<file path="src/hdl/wfcr_pkg.sv">
// Package for the wait FIFO with cancel-remove block.
// Holds the operation and status codes and the control struct broadcast to the cells.
// No dependencies.
`default_nettype none

package wfcr_pkg;

  // Operation codes carried in the input transaction.
  localparam logic [1:0] OP_PUSH   = 2'd0;
  localparam logic [1:0] OP_POP    = 2'd1;
  localparam logic [1:0] OP_REMOVE = 2'd2;

  // Status codes carried in the result transaction.
  localparam logic [1:0] ST_OK        = 2'd0;
  localparam logic [1:0] ST_EMPTY     = 2'd1;
  localparam logic [1:0] ST_NOT_FOUND = 2'd2;
  localparam logic [1:0] ST_FULL      = 2'd3;

  // Field widths of the stream payloads.
  localparam int unsigned OpcodeW = 2;
  localparam int unsigned NodeIdW = 16;
  localparam int unsigned StatusW = 2;
  localparam int unsigned OccW    = 5;
  localparam int unsigned InDataW  = 24;
  localparam int unsigned OutDataW = 24;

  // Control broadcast from the top level to every cell.
  typedef struct packed {
    logic push_en;    // accepted push with room left
    logic shift_all;  // accepted pop of a non-empty queue
    logic remove_en;  // accepted remove; cells at or after the match shift
  } cell_ctrl_t;

endpackage : wfcr_pkg

`default_nettype wire

</file>
<file path="src/hdl/wfcr_cell.sv">
// One storage cell of the wait queue chain.
// Holds one identifier, compares it to the key and shifts from its younger neighbor.
// Depends on wfcr_pkg.
`default_nettype none

module wfcr_cell #(
  parameter int unsigned ID_BITS = 16
) (
  input  wire logic               clk,
  input  wire wfcr_pkg::cell_ctrl_t ctrl,
  input  wire logic [ID_BITS-1:0] key,
  input  wire logic               valid_i,       // this cell holds an entry
  input  wire logic               prev_valid_i,  // older neighbor holds an entry
  input  wire logic               match_i,       // an older cell matched the key
  input  wire logic [ID_BITS-1:0] next_id_i,     // identifier of the younger neighbor
  output logic                    match_o,
  output logic [ID_BITS-1:0]      id_o
);

  import wfcr_pkg::*;

  logic [ID_BITS-1:0] id_r;
  logic [ID_BITS-1:0] id_nxt;
  logic               hit;
  logic               is_tail;

  // Match detection, rippled along the chain so only the oldest match counts.
  assign hit     = valid_i && (id_r == key);
  assign match_o = match_i || hit;
  assign is_tail = !valid_i && prev_valid_i;

  // Push writes the first empty cell; pop and remove move entries one place older.
  always_comb begin
    id_nxt = id_r;
    if (ctrl.push_en && is_tail) begin
      id_nxt = key;
    end else if (ctrl.shift_all || (ctrl.remove_en && match_o)) begin
      id_nxt = next_id_i;
    end
  end

  always_ff @(posedge clk) begin
    id_r <= id_nxt;
  end

  assign id_o = id_r;

endmodule : wfcr_cell

`default_nettype wire

</file>
<file path="src/hdl/wait_fifo_with_cancel_remove.sv">
// Top level of the wait FIFO with cancel-remove: cell chain, entry count and result register.
// Depends on wfcr_pkg and wfcr_cell.
//
//   Channel | Direction | tdata fields (low bit first)
//   in_     | slave     | opcode[1:0], node_id[17:2], zero pad[23:18]
//   out_    | master    | status[1:0], out_id[17:2], occupancy[22:18], zero pad[23]
//
// One transaction is taken per cycle while the input is ready.
// The result is held in an output register from the cycle after acceptance.
// The input is ready whenever that register is empty or being drained.
// Match search ripples through the cell chain, which sets the clock period.
// Reset clears the entry count and the result valid flag; stored identifiers keep junk.
`default_nettype none

module wait_fifo_with_cancel_remove #(
  parameter int unsigned CAPACITY = 16,
  parameter int unsigned ID_BITS  = 16
) (
  input  wire logic                          clk,
  input  wire logic                          rst_n,
  input  wire logic                          in_tvalid,
  output logic                               in_tready,
  input  wire logic [wfcr_pkg::InDataW-1:0]  in_tdata,   // opcode, node_id
  output logic                               out_tvalid,
  input  wire logic                          out_tready,
  output logic [wfcr_pkg::OutDataW-1:0]      out_tdata   // status, out_id, occupancy
);

  import wfcr_pkg::*;

  localparam int unsigned CntW = $clog2(CAPACITY + 1);

  logic [CntW-1:0]    count_r;
  logic [CntW-1:0]    count_nxt;
  logic               out_valid_r;
  logic               out_valid_nxt;
  logic [OutDataW-1:0] out_data_r;
  logic [OutDataW-1:0] out_data_nxt;

  logic               accept;
  logic [OpcodeW-1:0] opcode;
  logic [NodeIdW-1:0] node_id;
  logic [31:0]        key_ext;
  logic [ID_BITS-1:0] key;
  logic [31:0]        key_out_ext;
  logic               full;
  logic               empty;
  logic               found;
  cell_ctrl_t         ctrl;

  logic [CAPACITY-1:0] valid;
  logic [CAPACITY:0]   match_chain;
  logic [ID_BITS-1:0]  cell_id [CAPACITY];

  logic [StatusW-1:0] status;
  logic [NodeIdW-1:0] res_id;
  logic [31:0]        head_ext;
  logic [31:0]        occ_ext;

  // Input transaction decode.
  assign in_tready   = !out_valid_r || out_tready;
  assign accept      = in_tvalid && in_tready;
  assign opcode      = in_tdata[OpcodeW-1:0];
  assign node_id     = in_tdata[OpcodeW +: NodeIdW];
  assign key_ext     = {16'd0, node_id};
  assign key         = key_ext[ID_BITS-1:0];
  // The identifier as stored, kept to its low ID_BITS bits, for the result field.
  assign key_out_ext = 32'(key);
  assign full        = (count_r == CntW'(CAPACITY));
  assign empty       = (count_r == '0);

  // Broadcast control to the cells.
  always_comb begin
    ctrl.push_en   = accept && (opcode == OP_PUSH) && !full;
    ctrl.shift_all = accept && (opcode == OP_POP) && !empty;
    ctrl.remove_en = accept && (opcode == OP_REMOVE);
  end

  // Chain of cells, oldest entry in cell zero.
  assign match_chain[0] = 1'b0;
  for (genvar i = 0; i < CAPACITY; i++) begin : g_cell
    logic               prev_valid;
    logic [ID_BITS-1:0] next_id;

    assign valid[i] = (count_r > CntW'(i));
    if (i == 0) begin : g_first
      assign prev_valid = 1'b1;
    end else begin : g_rest
      assign prev_valid = valid[i-1];
    end
    if (i == CAPACITY - 1) begin : g_last
      assign next_id = '0;
    end else begin : g_mid
      assign next_id = cell_id[i+1];
    end

    wfcr_cell #(
      .ID_BITS (ID_BITS)
    ) u_cell (
      .clk          (clk),
      .ctrl         (ctrl),
      .key          (key),
      .valid_i      (valid[i]),
      .prev_valid_i (prev_valid),
      .match_i      (match_chain[i]),
      .next_id_i    (next_id),
      .match_o      (match_chain[i+1]),
      .id_o         (cell_id[i])
    );
  end

  assign found    = match_chain[CAPACITY];
  assign head_ext = 32'(cell_id[0]);

  // Result and entry count for the accepted operation.
  always_comb begin
    status    = ST_OK;
    res_id    = '0;
    count_nxt = count_r;
    case (opcode)
      OP_PUSH: begin
        if (full) begin
          status = ST_FULL;
        end else begin
          res_id    = key_out_ext[NodeIdW-1:0];
          count_nxt = count_r + CntW'(1);
        end
      end
      OP_POP: begin
        if (empty) begin
          status = ST_EMPTY;
        end else begin
          res_id    = head_ext[NodeIdW-1:0];
          count_nxt = count_r - CntW'(1);
        end
      end
      OP_REMOVE: begin
        if (!found) begin
          status = ST_NOT_FOUND;
        end else begin
          res_id    = key_out_ext[NodeIdW-1:0];
          count_nxt = count_r - CntW'(1);
        end
      end
      default: begin
        status = ST_OK;
      end
    endcase
  end

  assign occ_ext = 32'(count_nxt);

  // Output register handshake.
  always_comb begin
    out_valid_nxt = out_valid_r;
    out_data_nxt  = out_data_r;
    if (accept) begin
      out_valid_nxt = 1'b1;
      out_data_nxt  = {1'b0, occ_ext[OccW-1:0], res_id, status};
    end else if (out_tready) begin
      out_valid_nxt = 1'b0;
    end
  end

  always_ff @(posedge clk) begin
    if (!rst_n) begin
      count_r     <= '0;
      out_valid_r <= 1'b0;
    end else begin
      if (accept) begin
        count_r <= count_nxt;
      end
      out_valid_r <= out_valid_nxt;
    end
  end

  always_ff @(posedge clk) begin
    out_data_r <= out_data_nxt;
  end

  assign out_tvalid = out_valid_r;
  assign out_tdata  = out_data_r;

endmodule : wait_fifo_with_cancel_remove

`default_nettype wire
</file>
<file path="config.mk">
export PLATFORM = sky130hd
export DESIGN_NAME = wait_fifo_with_cancel_remove
export DESIGN_NICKNAME = d
export VERILOG_FILES = /design/src/hdl/wfcr_pkg.sv /design/src/hdl/wfcr_cell.sv /design/src/hdl/wait_fifo_with_cancel_remove.sv
export SDC_FILE = /design/constraint.sdc
export NUM_CORES = 1
export LEC_CHECK = 0
export BUFFER_PORTS_ARGS = -buffer_cell sky130_fd_sc_hd__clkbuf_2
export CAP_MARGIN = 20
export CORE_MARGIN = 5
export CORE_UTILIZATION = 43
export CTS_BUF_LIST = sky130_fd_sc_hd__clkbuf_8
export DETAILED_ROUTE_END_ITERATION = 7
export PLACE_DENSITY_LB_ADDON = 0.25
export SETUP_SLACK_MARGIN = 0.15
export SLEW_MARGIN = 25
export SYNTH_ARGS = -nofsm -noshare
export SYNTH_HDL_FRONTEND = slang
export SYNTH_SLANG_ARGS = --single-unit
</file>
<file path="constraint.sdc">
create_clock -name clk -period 5.1 [get_ports clk]
set_clock_uncertainty 0.15 [all_clocks]
set_input_delay 1.02 -clock clk [delete_from_list [all_inputs] [get_ports clk]]
set_output_delay 1.02 -clock clk [all_outputs]
set_load 0.01 [all_outputs]
</file>
==> flow_summary.yaml <==
cts:
  clock_insertion_delay_at_the_later_pin_of_the_skew_report_ns: 0.62
  cts_buffers: 50
  cts.sink_count: 285
  tritoncts_clock_tree: "yes"
  cts.clk_slew.worst_paths_ns: 0.06
  buffers_inserted_by_post_cts_timing_repair: 0
  clock-root-buffer: "sky130_fd_sc_hd__clkbuf_8"
  ctsLongestPathBuffers: 3
  ctsHtreeMaxLevel: 2
  cts_hold_buf: 0
  post_cts_repair_resize_count: 0
routing:
  drt_pass1_iterations: 5
  post_drt_wl_per_cell_um: 22.4
  drc: 0
  ant_nets: 0
  drt_iter0_drc: 625
  route.final.wire_length_mm: 40.0
  viasPerCell: 5.61
  route.vias.total: 10000
die:
  placement_rows: 70
  ioPinCount: 54
  die_width_um: 203
  start_util_pct: 43.6
  die_h_um: 203
  fp.dieArea_um2: 41100
  core_um2: 36700
pwr:
  power_density_nw_per_um2: 287
  total_power_uw: 5110
  leakage_uw: 0.00596
  vdd.ir_drop.worst_mv: 0.155
yosys:
  mappedNetlistArea_um2: 16000
  syn_avg_cell_area_um2: 13.1
  total_nets_after_synthesis: 1259
  async_flop_share_pct: 0
  yosysSeqAreaShare_pct: 53.1
  synth_edf_count: 279
  postSynthRegisterBits: 285
  yosys_warnings: 0
  synth_cell_type_count: 60
  synthesized_instance_count: 1225
  synth_flop_cell: "sky130_fd_sc_hd__edfxtp_1"
sta:
  timing.setup.tns_ns: 0
  post-route-period-util_pct: 81.4
  report.final.hold_viol_count: 0
  finalSetupViolations: 0
  fin_hold_ws_ns: 0.380
  maxSlewHeadroom_pct: 36.3
  worst_slew_pin_slew_ns: 0.953
  rsz_0062_raised_after_global_routing: "false"
  timing.final.max_slew_violations: 0
  timing.fmax_mhz: 241
  layout_min_cycle_time_ns: 4.15
setup_path:
  worstPathRequired_ns: 5.26
  timing.reg2reg.setup_slack_ns: 0.95
  critical_path_peak_fanout: 17
  crit-reg2reg-capture: "g_cell[7].u_cell.id_o[5]"
  timing_worst_setup_path_type: "flop to flop"
  critical_path.reg2reg.startpoint: "count_r[0]"
  worst_setup_path_end_kind: "flop"
  r2r_cells: 11
  cp_data_arrival_time_ns: 4.31
  timing.critical_path.from_type: "flop"
placed_design:
  dp.final_hpwl_mm: 27.8
  gp_congestion: 0.854
  dpl_cell_area_um2: 16900
  numPortBuffers: 46
  dpl.cell_count: 1699
global_route:
  grt_usage_pct: 19.1
  grt_start_max_net_pins: 34
  antenna_found_initial: 0
  grt_remaining_overflow: 0
  grt_first_pass_wirelength_mm: 61.2
  first_global_vias: 10200
worst_hold_path:
  hold_path_startpoint: "out_tvalid"
  holdPathEnd: "out_tvalid"
  timing.hold.worst_path_depth: 2
  hold_path.class: "flop to flop"
outcome:
  result_of_the_run: "completed"
layout:
  fillers: 3247
  area_grow_syn2layout_pct: 11.2
  num_antenna_cells: 0
  finalNetCount: 1317
  layout-drive-gt1-share_pct: 31.8
  stdcell_area_um2: 17800
  finalNonFillerCells: 1787
job:
  maxCapViolations: 0
[synthesized netlist by cell type (6+ instances only)]
| master | count | area share (%) |
|---|---|---|
| sky130_fd_sc_hd__edfxtp_1 | 279 | 52 |
| sky130_fd_sc_hd__mux2_2 | 240 | 17 |
| sky130_fd_sc_hd__xnor2_1 | 136 | 7.4 |
| sky130_fd_sc_hd__xor2_1 | 122 | 6.7 |
| sky130_fd_sc_hd__clkbuf_1 | 52 | 1.2 |
| sky130_fd_sc_hd__nand4_1 | 38 | 1.5 |
| sky130_fd_sc_hd__buf_2 | 37 | 1.2 |
| sky130_fd_sc_hd__nor4_1 | 35 | 1.4 |
| sky130_fd_sc_hd__nor2_1 | 34 | 0.80 |
| sky130_fd_sc_hd__nand2_1 | 32 | 0.75 |
| sky130_fd_sc_hd__o21ai_0 | 23 | 0.72 |
| sky130_fd_sc_hd__and2_1 | 22 | 0.86 |
| sky130_fd_sc_hd__nand3_1 | 22 | 0.69 |
| sky130_fd_sc_hd__a21oi_1 | 19 | 0.59 |
| sky130_fd_sc_hd__a22o_1 | 16 | 0.88 |
| sky130_fd_sc_hd__nor3_1 | 13 | 0.41 |
| sky130_fd_sc_hd__buf_1 | 7 | 0.16 |
| sky130_fd_sc_hd__and3_1 | 6 | 0.23 |
| sky130_fd_sc_hd__dfxtp_1 | 6 | 0.75 |
| sky130_fd_sc_hd__ha_1 | 6 | 0.47 |
| sky130_fd_sc_hd__inv_1 | 6 | 0.14 |
[worst max path at each step]
stage	from	end	slack (ns)
2_1_floorplan	in_tdata[12]	g_cell[15].u_cell.id_o[0]	0.40
3_3_place_gp	in_tdata[11]	out_tdata[10]	0.48
3_5_place_dp	in_tdata[8]	out_tdata[9]	0.48
4_1_cts	count_r[0]	g_cell[7].u_cell.id_o[5]	1.00
5_1_grt	count_r[1]	g_cell[7].u_cell.id_o[11]	0.72
6_report	count_r[0]	g_cell[7].u_cell.id_o[5]	0.95
[state kept, by name (all words and copies together) (netlist names)]
signal and count:
out_tdata 23, count_r 5, g_cell.u_cell.id_o 256, out_tvalid 1
[power breakdown]
part           leakage (uW)  switching [uW]  internal [uW]
Clock              0.000528             954           1020
Combinational       0.00286             289            184
Sequential          0.00257            35.6           2620
Total               0.00596            1280           3830
[metrics by stage]
stage	utilization [%]	setup WS (ns)
4_1_cts	48.4	1.00
5_1_grt	48.4	0.724
2_1_floorplan	-	0.396
3_3_place_gp	46.0	0.483
6_report	48.4	0.947
3_5_place_dp	46.0	0.484
[layout make-up]
cell class	count	area, um^2	area share, %
flip-flops and latches	285	8500	47.8
multi-input cells	829	7000	39.4
repair buffers	109	753	4.24
clock buffers	51	702	3.95
well taps	468	586	3.29
clock inverters	37	201	1.13
inverters	8	30.0	0.169
[cells in the final DEF (no fill, tap or decap), types with 4 or more instances in the layout]
master / synthesis / layout
sky130_fd_sc_hd__o21ai_0: 23 / 17
sky130_fd_sc_hd__ha_1: 6 / 6
sky130_fd_sc_hd__edfxtp_1: 279 / 279
sky130_fd_sc_hd__mux2_2: 240 / 240
sky130_fd_sc_hd__o21ai_1: 0 / 6
sky130_fd_sc_hd__clkbuf_8: 0 / 51
sky130_fd_sc_hd__nand2_1: 32 / 32
sky130_fd_sc_hd__clkinv_2: 0 / 5
sky130_fd_sc_hd__nor3b_1: 4 / 4
sky130_fd_sc_hd__nor3_1: 13 / 11
sky130_fd_sc_hd__buf_12: 0 / 4
sky130_fd_sc_hd__a22o_1: 16 / 16
sky130_fd_sc_hd__dfxtp_1: 6 / 6
sky130_fd_sc_hd__nand2b_1: 4 / 4
sky130_fd_sc_hd__nor2_1: 34 / 34
sky130_fd_sc_hd__clkinv_1: 2 / 13
sky130_fd_sc_hd__buf_4: 2 / 59
sky130_fd_sc_hd__nand3_1: 22 / 22
sky130_fd_sc_hd__xnor2_1: 136 / 136
sky130_fd_sc_hd__a21oi_1: 19 / 19
sky130_fd_sc_hd__and3_1: 6 / 6
sky130_fd_sc_hd__or3_1: 4 / 4
sky130_fd_sc_hd__nand4_1: 38 / 38
sky130_fd_sc_hd__xor2_1: 122 / 122
sky130_fd_sc_hd__inv_1: 6 / 24
sky130_fd_sc_hd__clkbuf_2: 0 / 46
sky130_fd_sc_hd__nor4_1: 35 / 35
sky130_fd_sc_hd__a31oi_1: 4 / 4
sky130_fd_sc_hd__and2_1: 22 / 22
[worst max-delay path: stages (launching register included)]
cell	delay (ns)
sky130_fd_sc_hd__dfxtp_1	0.55
sky130_fd_sc_hd__inv_1	0.21
sky130_fd_sc_hd__ha_1	0.28
sky130_fd_sc_hd__and2_1	0.17
sky130_fd_sc_hd__a21oi_1	0.26
sky130_fd_sc_hd__nor2b_1	0.21
sky130_fd_sc_hd__nand2_1	0.25
sky130_fd_sc_hd__nor3_1	0.50
sky130_fd_sc_hd__and3_1	0.77
sky130_fd_sc_hd__nor2_1	0.10
sky130_fd_sc_hd__o21ai_1	0.11
sky130_fd_sc_hd__buf_4	0.26
[cells by family after synthesis]
| kind of cell | synth area share [%] |
|---|---|
| AOI/OAI and AO/OA | 4.17 |
| xor gates and xnor gates | 14.1 |
| adders and majority gates | 0.470 |
| buffers and inverters | 3.20 |
| DFF | 53.1 |
| muxes | 17.0 |
| other | 0.0235 |
| and+or+nand+nor | 7.89 |
[per-layer routing]
metal / routed length, um / share of wire [%] / up-vias / global-route usage (%)
li1: - / - / 4634 / -
met1: 18000 / 45 / 4992 / 26.1
met2: 18400 / 46 / 298 / 30.3
met3: 2100 / 5.2 / 105 / 3.10
met4: 1550 / 3.9 / 0 / 8.24
met5: 0 / 0 / - / 0
Note: power is estimated with default switching activity, not from simulation.
